==> src/rtl/core/wfc_pkg.sv <==
// Shared types, constants and tables of the waypoint follow controller.
`timescale 1ns / 1ps
`default_nettype none
package wfc_pkg;

	localparam int MAX_WAYPOINTS_DEF = 8;
	localparam int CFG_AW            = 5;
	localparam int ANG_PI            = 25736;
	localparam int ANG_TWO_PI        = 51472;
	localparam int CORDIC_STEPS      = 14;
	localparam int SQRT_STEPS        = 17;

	typedef enum logic [1:0] {
		OP_POSE = 2'd0,
		OP_TICK = 2'd1,
		OP_LOAD = 2'd2,
		OP_NONE = 2'd3
	} op_t;

	typedef enum logic [1:0] {
		STAT_TURN     = 2'd0,
		STAT_DRIVE    = 2'd1,
		STAT_ARRIVED  = 2'd2,
		STAT_FINISHED = 2'd3
	} status_t;

	typedef enum logic [2:0] {
		REG_COUNT     = 3'd0,
		REG_TOL       = 3'd1,
		REG_THR       = 3'd2,
		REG_ANG_GAIN  = 3'd3,
		REG_LIN_GAIN  = 3'd4,
		REG_MAX_SPEED = 3'd5,
		REG_MIN_SPEED = 3'd6
	} reg_idx_t;

	typedef enum logic [3:0] {
		S_IDLE,
		S_FETCH,
		S_DIFF,
		S_SQX,
		S_SQY,
		S_SQRT,
		S_CHECK,
		S_CORDIC,
		S_WRAP,
		S_SCALE,
		S_FINAL,
		S_EMIT
	} fsm_t;

	typedef struct packed {
		logic [3:0]  count;
		logic [14:0] tol;
		logic [14:0] thr;
		logic [11:0] ang_gain;
		logic [11:0] lin_gain;
		logic [14:0] max_speed;
		logic [14:0] min_speed;
	} cfg_t;

	localparam logic [3:0]  RST_COUNT     = 4'd0;
	localparam logic [14:0] RST_TOL       = 15'd41;
	localparam logic [14:0] RST_THR       = 15'd492;
	localparam logic [11:0] RST_ANG_GAIN  = 12'd896;
	localparam logic [11:0] RST_LIN_GAIN  = 12'd402;
	localparam logic [14:0] RST_MAX_SPEED = 15'd4915;
	localparam logic [14:0] RST_MIN_SPEED = 15'd205;

	function automatic logic [12:0] atan_lut(input logic [3:0] i);
		case (i)
			4'd0:    atan_lut = 13'd6434;
			4'd1:    atan_lut = 13'd3798;
			4'd2:    atan_lut = 13'd2007;
			4'd3:    atan_lut = 13'd1019;
			4'd4:    atan_lut = 13'd511;
			4'd5:    atan_lut = 13'd256;
			4'd6:    atan_lut = 13'd128;
			4'd7:    atan_lut = 13'd64;
			4'd8:    atan_lut = 13'd32;
			4'd9:    atan_lut = 13'd16;
			4'd10:   atan_lut = 13'd8;
			4'd11:   atan_lut = 13'd4;
			4'd12:   atan_lut = 13'd2;
			4'd13:   atan_lut = 13'd1;
			default: atan_lut = 13'd0;
		endcase
	endfunction

endpackage
`default_nettype wire

==> src/rtl/core/waypoint_follow_controller.sv <==
// Top level of the waypoint follow controller: stream ports and APB port.
//
// Input stream s_*: s_tuser carries the operation (pose update, control tick,
// waypoint load, none), s_tdata the pose and waypoint fields. Pose, load and
// none items give no result. A tick gives one result item on m_*.
// A tick past the last waypoint goes straight to the emit state. Otherwise the
// tick runs a 17-step square root for the distance; a reached waypoint gives
// an arrival result, else come 14 CORDIC vectoring steps (none for a zero
// vector), a wrap that may repeat and a shared multiply for the command.
// One multiplier, the square-root step and the CORDIC step are the shared
// units; s_tready is high only between items.
// The result sits in an output register; when the receiver stalls it holds
// there, and a following tick waits at its end until the register frees.
// Reset clears pose, index, configuration and pending results; the waypoint
// table holds garbage until loaded. Configure through APB while idle.
`timescale 1ns / 1ps
`default_nettype none
module waypoint_follow_controller
	import wfc_pkg::*;
#(
	parameter int MAX_WAYPOINTS = MAX_WAYPOINTS_DEF
) (
	input  wire logic              clk,
	input  wire logic              arst_n,
	input  wire logic              s_tvalid,
	output logic                   s_tready,
	input  wire logic [87:0]       s_tdata,  // pose_x, pose_y, pose_heading, waypoint_slot, waypoint_x, waypoint_y
	input  wire logic [1:0]        s_tuser,  // operation
	output logic                   m_tvalid,
	input  wire logic              m_tready,
	output logic [39:0]            m_tdata,  // angular_velocity, linear_velocity, current_waypoint
	output logic [1:0]             m_tuser,  // status
	input  wire logic              psel,
	input  wire logic              penable,
	input  wire logic              pwrite,
	input  wire logic [CFG_AW-1:0] paddr,
	input  wire logic [31:0]       pwdata,
	output logic      [31:0]       prdata,
	output logic                   pready
);

	cfg_t               cfg;
	status_t            status;
	logic signed [15:0] ang;
	logic [14:0]        lin;
	logic [3:0]         idx;

	wfc_cfg u_cfg (
		.clk     (clk),
		.arst_n  (arst_n),
		.psel    (psel),
		.penable (penable),
		.pwrite  (pwrite),
		.paddr   (paddr),
		.pwdata  (pwdata),
		.prdata  (prdata),
		.pready  (pready),
		.cfg     (cfg)
	);

	wfc_core #(
		.MAX_WAYPOINTS (MAX_WAYPOINTS)
	) u_core (
		.clk             (clk),
		.arst_n          (arst_n),
		.cfg             (cfg),
		.in_valid        (s_tvalid),
		.in_ready        (s_tready),
		.in_op           (op_t'(s_tuser)),
		.in_pose_x       (s_tdata[15:0]),
		.in_pose_y       (s_tdata[31:16]),
		.in_pose_heading (s_tdata[47:32]),
		.in_slot         (s_tdata[50:48]),
		.in_wpt_x        (s_tdata[66:51]),
		.in_wpt_y        (s_tdata[82:67]),
		.out_valid       (m_tvalid),
		.out_ready       (m_tready),
		.out_status      (status),
		.out_ang         (ang),
		.out_lin         (lin),
		.out_idx         (idx)
	);

	assign m_tuser = status;
	assign m_tdata = {5'd0, idx, lin, ang};

endmodule
`default_nettype wire

==> src/rtl/core/wfc_cfg.sv <==
// Configuration register file behind the APB port.
`timescale 1ns / 1ps
`default_nettype none
module wfc_cfg
	import wfc_pkg::*;
(
	input  wire logic              clk,
	input  wire logic              arst_n,
	input  wire logic              psel,
	input  wire logic              penable,
	input  wire logic              pwrite,
	input  wire logic [CFG_AW-1:0] paddr,
	input  wire logic [31:0]       pwdata,
	output logic      [31:0]       prdata,
	output logic                   pready,
	output cfg_t                   cfg
);

	cfg_t     cfg_q;
	logic     wr_en;
	reg_idx_t idx;

	assign pready = 1'b1;
	assign wr_en  = psel & penable & pwrite;
	assign idx    = reg_idx_t'(paddr[4:2]);
	assign cfg    = cfg_q;

	always_ff @(posedge clk or negedge arst_n) begin
		if (!arst_n) begin
			cfg_q.count     <= RST_COUNT;
			cfg_q.tol       <= RST_TOL;
			cfg_q.thr       <= RST_THR;
			cfg_q.ang_gain  <= RST_ANG_GAIN;
			cfg_q.lin_gain  <= RST_LIN_GAIN;
			cfg_q.max_speed <= RST_MAX_SPEED;
			cfg_q.min_speed <= RST_MIN_SPEED;
		end else if (wr_en) begin
			unique case (idx)
				REG_COUNT:     cfg_q.count     <= pwdata[3:0];
				REG_TOL:       cfg_q.tol       <= pwdata[14:0];
				REG_THR:       cfg_q.thr       <= pwdata[14:0];
				REG_ANG_GAIN:  cfg_q.ang_gain  <= pwdata[11:0];
				REG_LIN_GAIN:  cfg_q.lin_gain  <= pwdata[11:0];
				REG_MAX_SPEED: cfg_q.max_speed <= pwdata[14:0];
				REG_MIN_SPEED: cfg_q.min_speed <= pwdata[14:0];
				default: ;
			endcase
		end
	end

	always_comb begin
		unique case (idx)
			REG_COUNT:     prdata = {28'd0, cfg_q.count};
			REG_TOL:       prdata = {17'd0, cfg_q.tol};
			REG_THR:       prdata = {17'd0, cfg_q.thr};
			REG_ANG_GAIN:  prdata = {20'd0, cfg_q.ang_gain};
			REG_LIN_GAIN:  prdata = {20'd0, cfg_q.lin_gain};
			REG_MAX_SPEED: prdata = {17'd0, cfg_q.max_speed};
			REG_MIN_SPEED: prdata = {17'd0, cfg_q.min_speed};
			default:       prdata = 32'd0;
		endcase
	end

endmodule
`default_nettype wire

==> src/rtl/core/wfc_core.sv <==
// Sequencer and shared multiply, square root and CORDIC datapath.
`timescale 1ns / 1ps
`default_nettype none
module wfc_core
	import wfc_pkg::*;
#(
	parameter int MAX_WAYPOINTS = MAX_WAYPOINTS_DEF
) (
	input  wire logic               clk,
	input  wire logic               arst_n,
	input  wire cfg_t               cfg,
	input  wire logic               in_valid,
	output logic                    in_ready,
	input  wire op_t                in_op,
	input  wire logic signed [15:0] in_pose_x,
	input  wire logic signed [15:0] in_pose_y,
	input  wire logic signed [15:0] in_pose_heading,
	input  wire logic [2:0]         in_slot,
	input  wire logic signed [15:0] in_wpt_x,
	input  wire logic signed [15:0] in_wpt_y,
	output logic                    out_valid,
	input  wire logic               out_ready,
	output status_t                 out_status,
	output logic signed [15:0]      out_ang,
	output logic [14:0]             out_lin,
	output logic [3:0]              out_idx
);

	localparam int AW = (MAX_WAYPOINTS > 1) ? $clog2(MAX_WAYPOINTS) : 1;

	fsm_t state_q, state_d;

	logic signed [15:0] mem_x [MAX_WAYPOINTS];
	logic signed [15:0] mem_y [MAX_WAYPOINTS];

	logic signed [15:0] sx_q, sy_q, sh_q;
	logic [3:0]         idx_q;
	logic signed [15:0] rdx_q, rdy_q;
	logic signed [16:0] dx_q, dy_q;
	logic [33:0]        acc_q;
	logic [19:0]        rem_q;
	logic [16:0]        root_q;
	logic [4:0]         cnt_q;
	logic signed [27:0] cx_q, cy_q;
	logic signed [18:0] z_q;
	logic               turn_q;
	logic signed [39:0] prod_q;

	status_t            res_status_q;
	logic signed [15:0] res_ang_q;
	logic [14:0]        res_lin_q;
	logic [3:0]         res_idx_q;

	logic               out_valid_q;
	status_t            out_status_q;
	logic signed [15:0] out_ang_q;
	logic [14:0]        out_lin_q;
	logic [3:0]         out_idx_q;

	logic               accept, finished, out_free, arrive, zero_vec, sqrt_done, cordic_done;
	logic               in_range;
	logic [31:0]        eff_count;
	logic [AW-1:0]      rd_addr, wr_addr;
	logic signed [19:0] mul_a, mul_b;
	logic signed [39:0] mul_p;
	logic [21:0]        rem_n, trial;
	logic signed [27:0] xs, ys, xi, yi;
	logic signed [18:0] z_n, atan_v, abs_err;
	logic signed [39:0] turn_v, lin_v;

	assign accept    = in_valid & in_ready;
	assign in_ready  = (state_q == S_IDLE);
	assign out_free  = !out_valid_q || out_ready;
	assign eff_count = (32'(cfg.count) < MAX_WAYPOINTS) ? 32'(cfg.count) : MAX_WAYPOINTS;
	assign finished  = (32'(idx_q) >= eff_count);
	assign rd_addr   = AW'(idx_q);
	assign wr_addr   = AW'(in_slot);
	assign arrive    = (root_q < 17'(cfg.tol));
	assign zero_vec  = (dx_q == 17'sd0) && (dy_q == 17'sd0);
	assign sqrt_done   = (cnt_q == 5'(SQRT_STEPS - 1));
	assign cordic_done = (cnt_q == 5'(CORDIC_STEPS - 1));

	always_comb begin
		unique case (state_q)
			S_SQX:   begin mul_a = 20'(dx_q); mul_b = 20'(dx_q); end
			S_SQY:   begin mul_a = 20'(dy_q); mul_b = 20'(dy_q); end
			S_SCALE: begin
				if (turn_q) begin
					mul_a = 20'(z_q);
					mul_b = $signed({8'd0, cfg.ang_gain});
				end else begin
					mul_a = $signed({3'd0, root_q});
					mul_b = $signed({8'd0, cfg.lin_gain});
				end
			end
			default: begin mul_a = 20'sd0; mul_b = 20'sd0; end
		endcase
	end
	assign mul_p = mul_a * mul_b;

	assign rem_n = {rem_q, acc_q[33:32]};
	assign trial = {3'd0, root_q, 2'b01};

	assign xi     = {{3{dx_q[16]}}, dx_q, 8'd0};
	assign yi     = {{3{dy_q[16]}}, dy_q, 8'd0};
	assign xs     = cx_q >>> cnt_q[3:0];
	assign ys     = cy_q >>> cnt_q[3:0];
	assign atan_v = $signed({6'd0, atan_lut(cnt_q[3:0])});
	assign z_n    = cy_q[27] ? (z_q - atan_v) : (z_q + atan_v);
	assign abs_err = z_q[18] ? -z_q : z_q;
	assign turn_v = (prod_q + 40'sd512) >>> 10;
	assign lin_v  = (prod_q + 40'sd128) >>> 8;
	assign in_range = (32'(in_slot) < MAX_WAYPOINTS);

	always_ff @(posedge clk or negedge arst_n) begin
		if (!arst_n) begin
			state_q <= S_IDLE;
		end else begin
			state_q <= state_d;
		end
	end

	always_comb begin
		state_d = state_q;
		unique case (state_q)
			S_IDLE:   if (accept && in_op == OP_TICK) state_d = finished ? S_EMIT : S_FETCH;
			S_FETCH:  state_d = S_DIFF;
			S_DIFF:   state_d = S_SQX;
			S_SQX:    state_d = S_SQY;
			S_SQY:    state_d = S_SQRT;
			S_SQRT:   if (sqrt_done) state_d = S_CHECK;
			S_CHECK:  state_d = arrive ? S_EMIT : (zero_vec ? S_WRAP : S_CORDIC);
			S_CORDIC: if (cordic_done) state_d = S_WRAP;
			S_WRAP:   if (z_q <= 19'(ANG_PI) && z_q >= -19'(ANG_PI)) state_d = S_SCALE;
			S_SCALE:  state_d = S_FINAL;
			S_FINAL:  state_d = S_EMIT;
			S_EMIT:   if (out_free) state_d = S_IDLE;
			default:  state_d = S_IDLE;
		endcase
	end

	always_ff @(posedge clk or negedge arst_n) begin
		if (!arst_n) begin
			sx_q        <= 16'sd0;
			sy_q        <= 16'sd0;
			sh_q        <= 16'sd0;
			idx_q       <= 4'd0;
			out_valid_q <= 1'b0;
		end else begin
			if (accept && in_op == OP_POSE) begin
				sx_q <= in_pose_x;
				sy_q <= in_pose_y;
				sh_q <= in_pose_heading;
			end
			if (state_q == S_CHECK && arrive) idx_q <= idx_q + 4'd1;
			if (state_q == S_EMIT && out_free) begin
				out_valid_q <= 1'b1;
			end else if (out_ready) begin
				out_valid_q <= 1'b0;
			end
		end
	end

	always_ff @(posedge clk) begin
		if (accept && in_op == OP_LOAD && in_range) begin
			mem_x[wr_addr] <= in_wpt_x;
			mem_y[wr_addr] <= in_wpt_y;
		end
		if (state_q == S_FETCH) begin
			rdx_q <= mem_x[rd_addr];
			rdy_q <= mem_y[rd_addr];
		end
	end

	always_ff @(posedge clk) begin
		case (state_q)
			S_IDLE: begin
				res_status_q <= STAT_FINISHED;
				res_ang_q    <= 16'sd0;
				res_lin_q    <= 15'd0;
				res_idx_q    <= idx_q;
			end
			S_DIFF: begin
				dx_q <= {rdx_q[15], rdx_q} - {sx_q[15], sx_q};
				dy_q <= {rdy_q[15], rdy_q} - {sy_q[15], sy_q};
			end
			S_SQX: acc_q <= 34'(mul_p);
			S_SQY: begin
				acc_q  <= acc_q + 34'(mul_p);
				rem_q  <= 20'd0;
				root_q <= 17'd0;
				cnt_q  <= 5'd0;
			end
			S_SQRT: begin
				if (rem_n >= trial) begin
					rem_q  <= 20'(rem_n - trial);
					root_q <= {root_q[15:0], 1'b1};
				end else begin
					rem_q  <= 20'(rem_n);
					root_q <= {root_q[15:0], 1'b0};
				end
				acc_q <= {acc_q[31:0], 2'b00};
				cnt_q <= cnt_q + 5'd1;
			end
			S_CHECK: begin
				cnt_q <= 5'd0;
				if (arrive) begin
					res_status_q <= STAT_ARRIVED;
					res_idx_q    <= idx_q + 4'd1;
				end else if (zero_vec) begin
					z_q <= -19'(sh_q);
				end else if (dx_q[16]) begin
					cx_q <= -xi;
					cy_q <= -yi;
					z_q  <= dy_q[16] ? -19'(ANG_PI) : 19'(ANG_PI);
				end else begin
					cx_q <= xi;
					cy_q <= yi;
					z_q  <= 19'sd0;
				end
			end
			S_CORDIC: begin
				if (cy_q[27]) begin
					cx_q <= cx_q - ys;
					cy_q <= cy_q + xs;
				end else begin
					cx_q <= cx_q + ys;
					cy_q <= cy_q - xs;
				end
				z_q   <= cordic_done ? (z_n - 19'(sh_q)) : z_n;
				cnt_q <= cnt_q + 5'd1;
			end
			S_WRAP: begin
				if (z_q > 19'(ANG_PI)) begin
					z_q <= z_q - 19'(ANG_TWO_PI);
				end else if (z_q < -19'(ANG_PI)) begin
					z_q <= z_q + 19'(ANG_TWO_PI);
				end else begin
					turn_q <= (abs_err > $signed({4'd0, cfg.thr}));
				end
			end
			S_SCALE: prod_q <= mul_p;
			S_FINAL: begin
				if (turn_q) begin
					res_status_q <= STAT_TURN;
					if (turn_v > 40'sd32767) begin
						res_ang_q <= 16'sd32767;
					end else if (turn_v < -40'sd32768) begin
						res_ang_q <= -16'sd32768;
					end else begin
						res_ang_q <= 16'(turn_v);
					end
				end else begin
					res_status_q <= STAT_DRIVE;
					if (lin_v < $signed({25'd0, cfg.min_speed})
						|| cfg.max_speed < cfg.min_speed) begin
						if (lin_v > $signed({25'd0, cfg.max_speed})) begin
							res_lin_q <= cfg.min_speed;
						end else if (lin_v < $signed({25'd0, cfg.min_speed})) begin
							res_lin_q <= cfg.min_speed;
						end else begin
							res_lin_q <= 15'(lin_v);
						end
					end else if (lin_v > $signed({25'd0, cfg.max_speed})) begin
						res_lin_q <= cfg.max_speed;
					end else begin
						res_lin_q <= 15'(lin_v);
					end
				end
			end
			S_EMIT: begin
				if (out_free) begin
					out_status_q <= res_status_q;
					out_ang_q    <= res_ang_q;
					out_lin_q    <= res_lin_q;
					out_idx_q    <= res_idx_q;
				end
			end
			default: ;
		endcase
	end

	assign out_valid  = out_valid_q;
	assign out_status = out_status_q;
	assign out_ang    = out_ang_q;
	assign out_lin    = out_lin_q;
	assign out_idx    = out_idx_q;

	a_ready_idle: assert property (@(posedge clk) disable iff (!arst_n)
		in_ready |-> state_q == S_IDLE)
		else $error("ready outside idle");
	a_idx_step: assert property (@(posedge clk) disable iff (!arst_n)
		idx_q != $past(idx_q) |-> $past(state_q) == S_CHECK && $past(arrive))
		else $error("index moved without arrival");
	a_fin_zero: assert property (@(posedge clk) disable iff (!arst_n)
		out_valid_q && out_status_q == STAT_FINISHED |-> out_ang_q == 16'sd0
		&& out_lin_q == 15'd0)
		else $error("finished with nonzero velocity");
	a_drive_ang: assert property (@(posedge clk) disable iff (!arst_n)
		out_valid_q && out_status_q == STAT_DRIVE |-> out_ang_q == 16'sd0)
		else $error("driving with turn rate");

endmodule
`default_nettype wire

==> config.mk <==
export PLATFORM = sky130hd
export DESIGN_NAME = waypoint_follow_controller
export DESIGN_NICKNAME = d
export VERILOG_FILES = /design/src/rtl/core/wfc_pkg.sv /design/src/rtl/core/waypoint_follow_controller.sv /design/src/rtl/core/wfc_cfg.sv /design/src/rtl/core/wfc_core.sv
export SDC_FILE = /design/constraint.sdc
export NUM_CORES = 2
export LEC_CHECK = 0
export BUFFER_PORTS_ARGS = -buffer_cell sky130_fd_sc_hd__buf_2
export CAP_MARGIN = 20
export CORE_ASPECT_RATIO = 0.6
export CORE_MARGIN = 2
export CORE_UTILIZATION = 55
export DETAILED_ROUTE_END_ITERATION = 10
export HOLD_SLACK_MARGIN = 0.1
export PLACE_DENSITY = 0.72
export RECOVER_POWER = 100
export REMOVE_ABC_BUFFERS = 1
export SLEW_MARGIN = 30
export SYNTH_ARGS = -nofsm -noshare
export SYNTH_HDL_FRONTEND = slang
export SYNTH_SLANG_ARGS = --single-unit
==> constraint.sdc <==
create_clock -name clk -period 28.1 [get_ports clk]
set_input_delay 1.405 -clock clk [delete_from_list [all_inputs] [get_ports clk]]
set_output_delay 1.405 -clock clk [all_outputs]
set_load 0.02 [all_outputs]
==> impl_metrics.toml <==
[status]
status = "finished, violations left"
violations = "max-capacitance violations, max-slew violations"

[critical_path]
r2r-start = "u_core.state_q[0]"
worstPathArrival_ps = 14870
critPathMaxStageDelay_ps = 1740
r2r_slack_ps = 13640
cp_max_fo = 46
r2r_end = "u_core.acc_q[33]"
start_kind = "register"
r2r_cells = 40
cp-end-kind = "register"
critPathKind = "register to register"
critPathMostFrequentCell = "fa_1"
critical_path_required_ps = 28510
slowest_stage = "clkbuf_1"

[detailed_routing]
drc = 0
num_vias = 45680
ant_nets = 0
vias_per_cell = 6.084
wl_per_cell_um = 22.55
wl_mm = 169.3
drt_iter0_markers = 5136
drtPass1Iterations = 6

[hold_path]
holdPathEnd = "u_core.out_idx[2]"
holdCritPathClass = "register to register"
min_from = "u_core.res_idx_q[2]"
whs_path_depth = 0

[yosys]
synth_top_area_share_pct = 28.80
ys.warnings.count = 0
syn_inst = 5903
syn_area_mm2 = 0.06058
async_reset_ff_share_pct = 19.62
ys_types = 93
ys_seq_elements = 739
synth-seq-area-share_pct = 35.27
synth_edf_count = 581
synth_largest_area_cell = "edfxtp_1"
synth_ff_type = "edfxtp_1"
syn_area_per_cell_um2 = 10.26
synthTopCellsByArea = "edfxtp_1 (29%), fa_1 (14%), ha_1 (8.1%), dfrtp_1 (4.8%), mux4_2 (4.8%)"

[sta]
max_freq_mhz = 69.15
rsz0062_at_grt = "no"
tightest_slew_ps = 4382
fin_crit_ps = 14460
setup_tns_ps = 0
hold_slack_ps = 396.4
timing.final.crit_share_pct = 51.46
slew_headroom_pct = -192.1
hold_viol = 0
setup_viol = 0
fin_skew_ps = 53.33
maxSlewViolCount = 1257

[pwr]
finalPower_mw = 6.307
ir_worst_vdd_uv = 89.26
powerDensity_mw_per_mm2 = 96.75
p_leak_nw = 27.55

[die]
die_w_um = 432.5
dieHeight_um = 261.1
num_io_pins = 211
dieArea_mm2 = 0.1129
start_util_pct = 55.39
core.rowCount = 94
core-area_mm2 = 0.1094

[flow_run]
cap_violations = 32

[grt]
antenna_found_initial = 5
grt_busiest_layer = "met1"
met2_usage_pct = 42.66
grt_max_degree = 90
met1_usage_pct = 45.18
use_met3_pct = 9.051
grt.total_usage_pct = 30.11
grt_remaining_overflow = 0
grt_pass1_wl_mm = 261.4
first_global_vias = 43870

[place]
io_buffers = 163
placedCellCount = 7368
dp_hpwl_mm = 129.0
place.gp.congestion = 0.9888

[clock_tree]
root_buffer = "clkbuf_16"
post_cts_buffers = 0
cts_tree = "yes"
ctsHoldBuffers = 0
cts_buffers = 73
worstSkewPairLatency_ps = 730
clockBufferDepth = 3
cts_resized = 0
cts.reportedPaths.clkPinSlew_ps = 70
htreeDepth = 3
clock_sinks = 739

[layout]
final_cells = 7508
multi_input_area_mm2 = 0.03536
syn2layout_area_growth_pct = 7.606
seqCellArea_mm2 = 0.02138
fillerInstances = 9163
nets = 6943
layout-drive-gt1-share_pct = 8.790
==> metal layers <==
layer  vias up  share of wire (%)
met5         -                  0
met4         0                2.3
met3       235                 12
met2      2249                 41
met1     22580                 44
li1      20620                  -
==> report_power, final <==
group,switching [mW],leakage (nW),internal [mW]
clock,0.484,1.21,0.571
sequential,0.206,7.10,1.49
combinational,2.15,19.2,1.40
==> state kept, by name, summed over array words and instances (netlist names), 20 cells and up <==
signal         count
u_core.mem_y     128
u_core.mem_x     128
u_core.cx_q       28
u_core.cy_q       28
u_cfg.cfg         88
u_core.rem_q      20
u_core.acc_q      34
u_core.prod_q     33
==> stage by stage <==
step / utilization [%] / worst slack [ps] / instance area, um^2
finish: 59.60 / 13640 / 65190
global route: 59.60 / 12780 / 65190
CTS: 59.93 / 16130 / 65550
detailed placement: 57.62 / 16210 / 63020
global placement: 57.59 / 16020 / 62990
floorplan: - / 15930 / 59590
==> cells in the final DEF (no fill, tap or decap), types with 27 or more instances in the layout <==
cell / instances
o21ai_0: 335
nor2_1: 490
or3_1: 29
nor2b_1: 50
o21a_1: 60
xor2_1: 108
mux2i_1: 88
nand2b_1: 55
fa_1: 411
a21o_1: 99
nand2_1: 522
xnor2_1: 250
a21oi_1: 313
nor3_1: 90
mux2_2: 81
a211oi_1: 27
dfstp_2: 28
inv_1: 766
mux4_2: 128
buf_2: 75
clkbuf_1: 145
nand3_1: 76
edfxtp_1: 581
clkbuf_16: 73
and3_1: 35
buf_4: 42
a22oi_1: 46
a31oi_1: 35
ha_1: 392
dfrtp_1: 115
o21bai_1: 27
nand4_1: 38
==> critical path, delay by kind of cell, from the launching register on <==
| family | cells | cell delay (ps) |
|---|---|---|
| and+or+nand+nor | 9 | 2100 |
| DFF | 1 | 320 |
| buffers and inverters | 9 | 3770 |
| xor gates and xnor gates | 2 | 510 |
| AOI/OAI and AO/OA | 11 | 3020 |
| adders and majority gates | 9 | 4420 |
==> cells by family after synthesis <==
| kind of cell | Yosys count | share of synthesized area, % |
|---|---|---|
| compound gates | 1167 | 12.12 |
| xor+xnor | 358 | 5.176 |
| fa+ha+maj | 803 | 21.68 |
| buf+inv | 1018 | 6.559 |
| flops | 739 | 35.27 |
| mux | 320 | 8.145 |
| other cells | 2 | 0.01240 |
| simple gates | 1496 | 11.04 |
==> cells in the mapped netlist, drive strengths merged, types with 50 or more instances <==
master / n
inv: 768
edfxtp: 581
nand2: 523
nor2: 495
fa: 411
ha: 392
o21ai: 350
a21oi: 313
xnor2: 250
clkbuf: 164
mux4: 128
dfrtp: 117
xor2: 108
mux2: 104
a21o: 99
nor3: 91
mux2i: 88
buf: 83
nand3: 77
o21a: 60
nand2b: 55
nor2b: 50
==> worst max path at each step <==
| stage | from | to | cells after the start |
|---|---|---|---|
| floorplan | u_core.state_q[0] | u_core.acc_q[33] | 38 |
| global placement | u_core.state_q[3] | u_core.acc_q[33] | 36 |
| detailed placement | u_core.state_q[3] | u_core.acc_q[33] | 43 |
| CTS | u_core.state_q[3] | u_core.acc_q[33] | 43 |
| global route | u_core.state_q[0] | u_core.acc_q[33] | 40 |
| finish | u_core.state_q[0] | u_core.acc_q[33] | 40 |
==> cell type report <==
cell class | instances | area share [%]
multi-input combinational | 4169 | 54.24
sequential | 739 | 32.79
inverter | 771 | 4.439
clock buffer | 89 | 2.971
tap | 1440 | 2.764
timing repair buffer | 252 | 1.862
clock inverter | 44 | 0.9155
antenna | 4 | 0.01535
(Power assumes the default switching activity.)
